===== src/spq_pkg.sv =====
// ----------------------------------------------------------------------------
// spq_pkg
// Shared types and constants for the sorted priority queue: sizes, action and
// status codes, and the payload structs of both channels and the entry store.
// ----------------------------------------------------------------------------
package spq_pkg;

    localparam int DEPTH    = 64;
    localparam int KEY_BITS = 16;
    localparam int ID_BITS  = 16;
    localparam int ADDR_W   = (DEPTH > 1) ? $clog2(DEPTH) : 1;
    localparam int CNT_W    = $clog2(DEPTH + 1);
    localparam int OCC_W    = 7;

    localparam logic [1:0] ACT_INSERT = 2'd0;
    localparam logic [1:0] ACT_POP    = 2'd1;
    localparam logic [1:0] ACT_REMOVE = 2'd2;
    localparam logic [1:0] ACT_SEARCH = 2'd3;

    localparam logic [1:0] STS_OK        = 2'd0;
    localparam logic [1:0] STS_EMPTY     = 2'd1;
    localparam logic [1:0] STS_NOT_FOUND = 2'd2;
    localparam logic [1:0] STS_FULL      = 2'd3;

    typedef logic [ADDR_W-1:0] t_addr;
    typedef logic [CNT_W-1:0]  t_cnt;
    typedef logic [OCC_W-1:0]  t_occ;

    typedef struct packed {
        logic [1:0]          action;
        logic [KEY_BITS-1:0] key;
        logic [ID_BITS-1:0]  ident;
    } t_in;

    typedef struct packed {
        logic [1:0]          status;
        logic [KEY_BITS-1:0] out_key;
        logic [ID_BITS-1:0]  out_ident;
        logic [OCC_W-1:0]    occupancy;
    } t_out;

    typedef struct packed {
        logic [KEY_BITS-1:0] key;
        logic [ID_BITS-1:0]  ident;
    } t_entry;

    typedef struct packed {
        logic   en;
        t_addr  addr;
        t_entry data;
    } t_wr_req;

endpackage


===== src/spq_ram.sv =====
// ----------------------------------------------------------------------------
// spq_ram
// Generic simple dual-port RAM: one write port, one read port, registered
// read data.
// ----------------------------------------------------------------------------
module spq_ram #(
    parameter int WIDTH = 32,
    parameter int DEPTH = 64
) (
    input  logic                             i_clk,
    input  logic                             i_wr_en,
    input  logic [$clog2(DEPTH)-1:0]         i_wr_addr,
    input  logic [WIDTH-1:0]                 i_wr_data,
    input  logic [$clog2(DEPTH)-1:0]         i_rd_addr,
    output logic [WIDTH-1:0]                 o_rd_data
);

    logic [WIDTH-1:0] r_mem [DEPTH];
    logic [WIDTH-1:0] r_rd_data;

    always_ff @(posedge i_clk) begin
        if (i_wr_en) begin
            r_mem[i_wr_addr] <= i_wr_data;
        end
        r_rd_data <= r_mem[i_rd_addr];
    end

    assign o_rd_data = r_rd_data;

endmodule


===== src/spq_ctrl.sv =====
// ----------------------------------------------------------------------------
// spq_ctrl
// Sequencer of the queue: walks the entry store one slot per cycle through a
// single compare unit, shifting entries up for an insert and down for a pop
// or remove, and holds the entry count.
// ----------------------------------------------------------------------------
module spq_ctrl (
    input  logic             i_clk,
    input  logic             i_rst_n,
    input  logic             i_in_valid,
    output logic             o_in_ready,
    input  spq_pkg::t_in     i_in_data,
    output logic             o_res_valid,
    input  logic             i_res_ready,
    output spq_pkg::t_out    o_res,
    output spq_pkg::t_addr   o_rd_addr,
    input  spq_pkg::t_entry  i_rd_data,
    output spq_pkg::t_wr_req o_wr
);

    localparam logic [2:0] S_IDLE    = 3'd0;
    localparam logic [2:0] S_INS     = 3'd1;
    localparam logic [2:0] S_INS_PUT = 3'd2;
    localparam logic [2:0] S_FIND    = 3'd3;
    localparam logic [2:0] S_SHIFT   = 3'd4;
    localparam logic [2:0] S_RESP    = 3'd5;

    logic [2:0]                   r_state, n_state;
    spq_pkg::t_cnt                r_cnt, n_cnt;
    spq_pkg::t_addr               r_idx, n_idx;
    logic [1:0]                   r_act, n_act;
    logic [spq_pkg::KEY_BITS-1:0] r_key, n_key;
    logic [spq_pkg::ID_BITS-1:0]  r_id, n_id;
    logic [1:0]                   r_status, n_status;
    logic [spq_pkg::KEY_BITS-1:0] r_rkey, n_rkey;
    logic [spq_pkg::ID_BITS-1:0]  r_rid, n_rid;

    spq_pkg::t_cnt  idx_inc;
    spq_pkg::t_cnt  cnt_dec;
    logic           idx_last;
    logic           key_ge;
    logic           id_match;
    spq_pkg::t_entry new_entry;

    assign idx_inc   = spq_pkg::t_cnt'(r_idx) + 1'b1;
    assign cnt_dec   = r_cnt - 1'b1;
    assign idx_last  = (idx_inc >= r_cnt);
    assign key_ge    = (i_rd_data.key >= r_key);
    assign id_match  = (r_act == spq_pkg::ACT_POP) || (i_rd_data.ident == r_id);
    assign new_entry = '{key: r_key, ident: r_id};

    always_comb begin
        n_state   = r_state;
        n_cnt     = r_cnt;
        n_idx     = r_idx;
        n_act     = r_act;
        n_key     = r_key;
        n_id      = r_id;
        n_status  = r_status;
        n_rkey    = r_rkey;
        n_rid     = r_rid;
        o_rd_addr = '0;
        o_wr      = '0;

        unique case (r_state)
            S_IDLE: begin
                if (i_in_valid) begin
                    n_act    = i_in_data.action;
                    n_key    = i_in_data.key;
                    n_id     = i_in_data.ident;
                    n_status = spq_pkg::STS_OK;
                    n_rkey   = '0;
                    n_rid    = '0;
                    if (i_in_data.action == spq_pkg::ACT_INSERT) begin
                        if (r_cnt == spq_pkg::t_cnt'(spq_pkg::DEPTH)) begin
                            n_status = spq_pkg::STS_FULL;
                            n_state  = S_RESP;
                        end else if (r_cnt == '0) begin
                            o_wr.en   = 1'b1;
                            o_wr.addr = '0;
                            o_wr.data = '{key: i_in_data.key, ident: i_in_data.ident};
                            n_cnt     = r_cnt + 1'b1;
                            n_state   = S_RESP;
                        end else begin
                            // start at the tail and walk toward the head
                            o_rd_addr = spq_pkg::t_addr'(cnt_dec);
                            n_idx     = spq_pkg::t_addr'(cnt_dec);
                            n_state   = S_INS;
                        end
                    end else if (r_cnt == '0) begin
                        n_status = spq_pkg::STS_EMPTY;
                        n_state  = S_RESP;
                    end else begin
                        o_rd_addr = '0;
                        n_idx     = '0;
                        n_state   = S_FIND;
                    end
                end
            end

            S_INS: begin
                if (key_ge) begin
                    // move this entry up one slot
                    o_wr.en   = 1'b1;
                    o_wr.addr = spq_pkg::t_addr'(idx_inc);
                    o_wr.data = i_rd_data;
                    if (r_idx == '0) begin
                        n_state = S_INS_PUT;
                    end else begin
                        o_rd_addr = r_idx - 1'b1;
                        n_idx     = r_idx - 1'b1;
                    end
                end else begin
                    o_wr.en   = 1'b1;
                    o_wr.addr = spq_pkg::t_addr'(idx_inc);
                    o_wr.data = new_entry;
                    n_cnt     = r_cnt + 1'b1;
                    n_state   = S_RESP;
                end
            end

            S_INS_PUT: begin
                o_wr.en   = 1'b1;
                o_wr.addr = '0;
                o_wr.data = new_entry;
                n_cnt     = r_cnt + 1'b1;
                n_state   = S_RESP;
            end

            S_FIND: begin
                if (id_match) begin
                    n_rkey = i_rd_data.key;
                    n_rid  = i_rd_data.ident;
                    if (r_act == spq_pkg::ACT_SEARCH) begin
                        n_state = S_RESP;
                    end else if (!idx_last) begin
                        o_rd_addr = spq_pkg::t_addr'(idx_inc);
                        n_idx     = spq_pkg::t_addr'(idx_inc);
                        n_state   = S_SHIFT;
                    end else begin
                        n_cnt   = cnt_dec;
                        n_state = S_RESP;
                    end
                end else if (!idx_last) begin
                    o_rd_addr = spq_pkg::t_addr'(idx_inc);
                    n_idx     = spq_pkg::t_addr'(idx_inc);
                end else begin
                    n_status = spq_pkg::STS_NOT_FOUND;
                    n_state  = S_RESP;
                end
            end

            S_SHIFT: begin
                // close the gap: move this entry down one slot
                o_wr.en   = 1'b1;
                o_wr.addr = r_idx - 1'b1;
                o_wr.data = i_rd_data;
                if (!idx_last) begin
                    o_rd_addr = spq_pkg::t_addr'(idx_inc);
                    n_idx     = spq_pkg::t_addr'(idx_inc);
                end else begin
                    n_cnt   = cnt_dec;
                    n_state = S_RESP;
                end
            end

            S_RESP: begin
                if (i_res_ready) begin
                    n_state = S_IDLE;
                end
            end

            default: begin
                n_state = S_IDLE;
            end
        endcase
    end

    always_ff @(posedge i_clk) begin
        if (!i_rst_n) begin
            r_state <= S_IDLE;
            r_cnt   <= '0;
        end else begin
            r_state <= n_state;
            r_cnt   <= n_cnt;
        end
        r_idx    <= n_idx;
        r_act    <= n_act;
        r_key    <= n_key;
        r_id     <= n_id;
        r_status <= n_status;
        r_rkey   <= n_rkey;
        r_rid    <= n_rid;
    end

    assign o_in_ready  = (r_state == S_IDLE);
    assign o_res_valid = (r_state == S_RESP);

    always_comb begin
        o_res.status    = r_status;
        o_res.out_key   = r_rkey;
        o_res.out_ident = r_rid;
        o_res.occupancy = spq_pkg::t_occ'(r_cnt);
    end

endmodule


===== src/sorted_priority_queue.sv =====
// ----------------------------------------------------------------------------
// sorted_priority_queue
// Bounded min-priority queue of key/ident entries kept in ascending key order.
//
// Input channel (i_in_valid/o_in_ready/i_in_data) takes one action per
// transfer: insert, pop head, remove by ident, or search by ident. Each action
// yields exactly one result transfer on the output channel
// (o_out_valid/i_out_ready/o_out_data) with status, entry and occupancy.
// Entries live in one RAM with a registered read; a sequencer walks it one
// slot per cycle through a single key/ident compare. An insert moves entries
// up from the tail until its slot is found; pop/remove/search scan from the
// head, and a pop or remove then moves the later entries down. Full, empty
// and first-insert cases need no walk. The RAM's single write and read port
// set the walking rate. No new action is accepted until the current one
// has been handed to the output register.
// Reset empties the queue at once (count cleared, no clearing pass).
// While the receiver stalls, the result waits in the output register; the
// next action may still be accepted and run, and holds in its final state
// until that register frees.
// ----------------------------------------------------------------------------
module sorted_priority_queue (
    input  logic          i_clk,
    input  logic          i_rst_n,
    input  logic          i_in_valid,
    output logic          o_in_ready,
    input  spq_pkg::t_in  i_in_data,
    output logic          o_out_valid,
    input  logic          i_out_ready,
    output spq_pkg::t_out o_out_data
);

    logic             res_valid;
    logic             res_ready;
    spq_pkg::t_out    res;
    spq_pkg::t_addr   rd_addr;
    spq_pkg::t_entry  rd_data;
    spq_pkg::t_wr_req wr;

    logic          r_out_valid;
    spq_pkg::t_out r_out_data;

    spq_ctrl u_ctrl (
        .i_clk      (i_clk),
        .i_rst_n    (i_rst_n),
        .i_in_valid (i_in_valid),
        .o_in_ready (o_in_ready),
        .i_in_data  (i_in_data),
        .o_res_valid(res_valid),
        .i_res_ready(res_ready),
        .o_res      (res),
        .o_rd_addr  (rd_addr),
        .i_rd_data  (rd_data),
        .o_wr       (wr)
    );

    spq_ram #(
        .WIDTH($bits(spq_pkg::t_entry)),
        .DEPTH(spq_pkg::DEPTH)
    ) u_ram (
        .i_clk    (i_clk),
        .i_wr_en  (wr.en),
        .i_wr_addr(wr.addr),
        .i_wr_data(wr.data),
        .i_rd_addr(rd_addr),
        .o_rd_data(rd_data)
    );

    // the output register frees when empty or when its result transfers
    assign res_ready = !r_out_valid || i_out_ready;

    always_ff @(posedge i_clk) begin
        if (!i_rst_n) begin
            r_out_valid <= 1'b0;
        end else if (res_ready) begin
            r_out_valid <= res_valid;
        end
        if (res_ready && res_valid) begin
            r_out_data <= res;
        end
    end

    assign o_out_valid = r_out_valid;
    assign o_out_data  = r_out_data;

endmodule

===== config.mk =====
export PLATFORM = sky130hd
export DESIGN_NAME = sorted_priority_queue
export DESIGN_NICKNAME = d
export VERILOG_FILES = /design/src/spq_pkg.sv /design/src/spq_ram.sv /design/src/spq_ctrl.sv /design/src/sorted_priority_queue.sv
export SDC_FILE = /design/constraint.sdc
export NUM_CORES = 2
export LEC_CHECK = 0
export BUFFER_PORTS_ARGS = -buffer_cell sky130_fd_sc_hd__buf_4
export CAP_MARGIN = 15
export CORE_ASPECT_RATIO = 1.75
export CORE_MARGIN = 2
export CORE_UTILIZATION = 60
export CTS_BUF_LIST = sky130_fd_sc_hd__clkbuf_8 sky130_fd_sc_hd__clkbuf_16
export DETAILED_ROUTE_END_ITERATION = 6
export PLACE_DENSITY = 0.76
export SLEW_MARGIN = 20
export SYNTH_ARGS = -nofsm -noshare
export SYNTH_HDL_FRONTEND = slang
export SYNTH_HIERARCHICAL = 1
export SYNTH_SLANG_ARGS = --single-unit

===== constraint.sdc =====
create_clock -name i_clk -period 14.26 [get_ports i_clk]
set_input_delay 1.426 -clock i_clk [delete_from_list [all_inputs] [get_ports i_clk]]
set_output_delay 1.426 -clock i_clk [all_outputs]
set_load 0.05 [all_outputs]

Word level (Yosys, flattened, before mapping)
Memories as Yosys holds them, arrays and structs flattened. A register that Yosys moved wholly into a read port is not among the register bits.
Cells that the tools add are included.
Widths: inputs -> output; s select.
- word-level logic and storage cells: 127
- bits of input ports: 38
- output and inout bits: 43
- bits in registers: 126
- bits in writable memories: 2048
- memories kept: 1
- memories (name ; words ; bits a word ; read ports ; clocked after memory_dff ; write ports ; RTL line ; source):
    u_ram.r_mem ; 64 ; 32 ; 1 ; 1 ; 1 ; spq_ram.sv:18 ; logic [WIDTH-1:0] r_mem [DEPTH];
- add/subtract/negate cells: 4
- reductions and logical operators: 17
- equal/unequal tests: 26
- magnitude comparators: 2
- muxes and demuxes: 63
- operators with widths (operator ; count):
    $mux 39 ; 4
    $pmux 39 s4 ; 1
    $mux 6 ; 19
    $pmux 16 s2 ; 2
    $mux 7 ; 8
    $mux 16 ; 3
    $pmux 6 s4 ; 2
    $pmux 7 s5 ; 1
    $mux 3 ; 11
    $mux 32 ; 1
    $pmux 3 s6 ; 1
    $eq 16x16->1 ; 1
    $ge 16x16->1 ; 1
    $reduce_and 8->1 ; 2
    $ne 2x1->1 const B ; 6
    $ne 2x2->1 const B ; 6
    $mux 2 ; 5
    $ne 3x3->1 const B ; 3
    $add 6x1->7 const B ; 1
    $add 7x1->7 const B ; 1
    $eq 7x7->1 const B ; 1
    $ge 7x7->1 ; 1
    $logic_not 7->1 ; 1
    $sub 7x1->7 const B ; 1
    other kinds (21) ; 29

Logic depth before layout (Yosys ltp)
- word-level depth: 8
- gate-level depth with buffers: 22
- gate-level depth less buffers: 16

Cells and area by module
Netlist, hierarchy kept.
- by module, submodules not included (module ; sequential area each (um^2) ; times used ; area an instance (um^2) ; cells an instance):
    spq_ram ; 62139.6 ; 1 ; 78517.8 ; 3323
    spq_ctrl ; 2422.3 ; 1 ; 5343.9 ; 505
    sorted_priority_queue ; 1251.2 ; 1 ; 1288.7 ; 46

Worst setup path after synthesis
Ideal clock, no wire load.
- path type: input -> register
- from: input port i_in_data[33] in the netlist's numbering
- to: memory u_ram.r_mem[33][0] (enable)
- data required time: 13.799 ns
- stages on the path: 6
- buffers on the path: 1
- setup slack: 8.844 ns
- setup time: 0.461 ns
- arrival: 4.955 ns
- cell sequence: or2_1 > nor4_2 > clkbuf_1 > o211a_1 > nand4_1 > nor3_1
- RTL lines (element ; RTL line ; source):
    from (decl) ; sorted_priority_queue.sv:26 ; input spq_pkg::t_in i_in_data,
    to (decl) ; spq_ram.sv:18 ;

Worst setup path after layout
- from: register u_ctrl.r_idx[0]
- to: register u_ram.r_rd_data[2] (netlist: u_ram/o_rd_data[2]), read port of u_ram.r_mem
- longest elaborated chain between the ends: 6
- elaborated cells between the ends (all ways): 10
- classes of those cells: add/sub (2); order compare (1); mux (6); reduce/logical (1)
- ends and longest elaborated chain (element ; RTL line ; source):
    from (decl) ; spq_ctrl.sv:30 ; spq_pkg::t_addr r_idx, n_idx;
    from (signal assigned) ; spq_ctrl.sv:187 ; r_idx <= n_idx;
    $add 6x1->7 ; spq_ctrl.sv:45 ; assign idx_inc = spq_pkg::t_cnt'(r_idx) + 1'b1;
    $ge 7x7->1 ; spq_ctrl.sv:47 ; assign idx_last = (idx_inc >= r_cnt);
    $mux 6 ; spq_ctrl.sv:136, spq_ctrl.sv:144, spq_ctrl.sv:158 ;
    $mux 6 ; spq_ctrl.sv:134 ; if (r_act == spq_pkg::ACT_SEARCH) begin
    $mux 6 ; spq_ctrl.sv:131 ; if (id_match) begin
    $pmux 6 s4 * ; spq_ctrl.sv:65 ; unique case (r_state)
    via rd_addr[0] ; sorted_priority_queue.sv:35 ; spq_pkg::t_addr rd_addr;
    to (decl) ; spq_ram.sv:19 ; logic [WIDTH-1:0] r_rd_data;
Mark *: on every way through the listed nets, which the timed path passes. The rest lies on a longest branch.
A chain may end at the register's enable or synchronous reset.

==> results.tsv <==
stage	metric	value	unit
timing	finalHoldViolCount	0	
cts	cts.sinks	2206	
floorplan	num_rows	182	
critical_path	crit_path_end_kind	flip-flop	
run	maxCapViolCount	0	
detailed_routing	route.final.wire_length	217000	um
floorplan	die_area	145000	um2
timing	min_period	7380	ps
critical_path	slowest_delay	770	ps
synth	synthCells	3874	
detailed_routing	drc	2	
placed_design	dpl.hpwl	118000	um
detailed_routing	via_count	42600	
power_and_ir_drop	peakVddDrop	0.205	mV
timing	worst_clock_skew	23.5	ps
critical_path	crit_type	reg2reg	
critical_path	critPathLaunchType	flip-flop	
cells_and_area	drive_gt1_share	26.7	%
power_and_ir_drop	p_per_area	242	nW/um2
critical_path	cp_slowest_cell	buf_4	
floorplan	core	141000	um2
synth	syn_area	85200	um2
cts	cts_buffer_depth	3	
global_route	busiest_layer	met2	
run_status	violations	design-rule violations	
critical_path	critPathBufInv	3	
placed_design	io_buffer_count	80	
critical_path	crit_required	14920	ps
cells_and_area	stdcell_area	94700	um2
timing	whs	417	ps
cells_and_area	num-nets-final	4106	
global_route	antenna_found_initial	4	
synth	synth_edf_count	2163	
synth	ys_ff_latch	2206	
run_status	status	finished with violations	
power_and_ir_drop	leakage	29.4	nW
timing	finalCritPeriodShare	51.7	%
global_route	grt_overflow	0	
global_route	grt_pass1_vias	43500	
floorplan	die_x	289	um
cts	cts_buffers	176	
worst_hold_path	min_path_type	reg2reg	
critical_path	path_max_fanout	96	
global_route	grtUsageMet3	4.77	%
detailed_routing	first_pass_iters	7	
detailed_routing	drtIter0Drc	5608	
timing	fmax	136	MHz
synth	synth_ff_type	edfxtp_1	
detailed_routing	ant_nets	0	
placed_design	gp_congestion	0.891	
global_route	groute.layer.met1.usage	37.1	%
synth	synthMostInstantiatedCell	edfxtp_1	
timing	rsz0062_at_grt	no	
cts	clkLatencyLatePin	820	ps
synth	syn-num-nets	3941	
cells_and_area	fillers	8242	
synth	synth_top_area_share	76.3	%
cts	cts_hold_buffers	0	
cts	cts_setup_buffers	0	
synth	syn_avg_cell_area	22.0	um2
critical_path	cp.arrival	8040	ps
synth	ys_top_cells_by_area	edfxtp_1 76%, mux4_2 14%, mux2i_1 1.1%	
synth	synthDistinctLibCells	76	
detailed_routing	wl_per_cell	36.1	um
synth	async_flop_share	0	%
synth	yosys_warnings	6	
cts	cts_resized	0	
detailed_routing	viasPerCell	7.06	
floorplan	die_y	502	um
timing	slew_headroom	18.5	%
cells_and_area	syn_to_final_growth	11.2	%
cells_and_area	fin_util	67.3	%
cts	cts_tree	done	
global_route	grt_use_met2	53.0	%
global_route	grt_max_degree	114	
critical_path	critical_path.cell_chain	ha_1 > nand3_1 > xor2_1 > inv_1 > ha_1 > a21oi_1 > o21ai_0 > a211o_1 > a41oi_1 > a21oi_1 > o22ai_4 > buf_12 > buf_4 > mux4_2 > mux4_2 > o22ai_1 > nor2_1	
global_route	grt_first_pass_wirelength	308000	um
critical_path	critical-path-top-delay-family	compound AO/OA/AOI/OAI gates	
synth	seq_area_frac_synth	77.3	%
synth	synth_top_area_cell	edfxtp_1	
timing	tns	0	ps
global_route	grt_usage	30.4	%
timing	worst_pin_slew	1210	ps
cts	h-tree-depth	4	
synth	yosys-top-cells-count	2163 x edfxtp_1, 544 x mux4_2, 153 x nor2_1	
floorplan	start_util	60.5	%
floorplan	io_pins	81	
cts	root_buffer	clkbuf_16	
placed_design	place_area	88600	um2
timing	setup_viol	0	
timing	slew_violations	0	
cts	clkTransAtPathRegs	70	ps
-- cell families after synthesis --
| group | share of synthesized area [%] |
|---|---|
| adder cells (fa/ha/maj) | 0.426 |
| AND/OR/NAND/NOR | 2.41 |
| multiplexers | 15.5 |
| AO/OA/AOI/OAI | 2.68 |
| flip-flops | 77.3 |
| XOR/XNOR | 0.298 |
| buffers and inverters | 1.41 |
-- power breakdown --
group | switching [mW] | internal, mW
Clock | 2.28 | 2.73
Combinational | 5.53 | 2.89
Sequential | 0.271 | 9.24
Total | 8.08 | 14.9
-- flip-flops by register name, summed over array words and instances (netlist names), 3 cells and up --
signal,cells
u_ram/r_mem,2048
o_out_data,41
u_ram/o_rd_data,32
u_ctrl/r_id,16
u_ctrl/r_key,16
u_ctrl/r_rid,16
u_ctrl/r_rkey,16
u_ctrl/r_cnt,7
u_ctrl/r_idx,6
u_ctrl/r_state,3
-- worst register-to-register path, cell delays in order (launching register included) --
cell	delay (ps)
edfxtp_1	600
ha_1	400
nand3_1	160
xor2_1	420
inv_1	90
ha_1	300
a21oi_1	140
o21ai_0	130
a211o_1	340
a41oi_1	340
a21oi_1	130
o22ai_4	760
buf_12	710
buf_4	890
mux4_2	670
mux4_2	490
o22ai_1	490
nor2_1	170
-- layout make-up --
class	count	area, um2	share of cell area [%]
sequential	2206	65800	69.5
multi-input combinational	1422	19000	20.0
clock buffer	183	4510	4.76
tap	1840	2300	2.43
timing repair buffer	196	1560	1.65
clock inverter	147	1420	1.50
inverter	37	139	0.147
antenna	1	2.50	0.00264
-- cell usage in the layout, fill, tap and decap left out, types with 6 or more instances in the layout --
cell,count
a21oi_1,88
a221o_2,10
a221o_4,22
a22oi_1,13
a311oi_1,8
and2_1,67
and3_1,6
buf_12,7
buf_4,189
bufinv_16,23
clkbuf_16,177
clkbuf_8,6
clkinv_1,42
clkinv_2,26
clkinvlp_4,7
dfxtp_1,43
edfxtp_1,2163
ha_1,29
inv_1,70
mux2i_1,94
mux4_2,544
nand2_1,49
nand2b_1,9
nand3_1,18
nand3b_1,8
nand4_1,9
nor2_1,91
nor2_4,64
nor2b_1,19
nor3_1,11
o21ai_0,15
o221ai_1,29
o22ai_1,89
o31ai_1,8
or3_1,6
xnor2_1,24
-- metrics by stage --
| step | std cells | worst slack (ps) | power, mW |
|---|---|---|---|
| global route | 6032 | 6400 | 23.6 |
| finish | 6032 | 6880 | 22.9 |
| floorplan | 3874 | 8840 | 14.9 |
| detailed placement | 5700 | 6930 | 17.8 |
| CTS | 6030 | 6890 | 22.8 |
| global placement | 5700 | 6980 | 17.6 |
-- routing by layer --
layer  vias to the layer above  share of wire [%]
li1                      16600                  -
met1                     22300                 32
met2                      3006                 53
met3                       655                9.3
met4                         2                5.8
met5                         -             0.0064
-- worst paths after layout --
kind / to / cells past startpoint / slack (ps) / from
min reg2reg: o_out_data[16] / 0 / 420 / u_ctrl/r_rid[9]
min: o_out_data[16] / 0 / 420 / u_ctrl/r_rid[9]
max reg2reg: u_ram/o_rd_data[2] / 17 / 6880 / u_ctrl/r_idx[0]
max: u_ram/o_rd_data[2] / 17 / 6880 / u_ctrl/r_idx[0]
(Power assumes the default switching activity.)
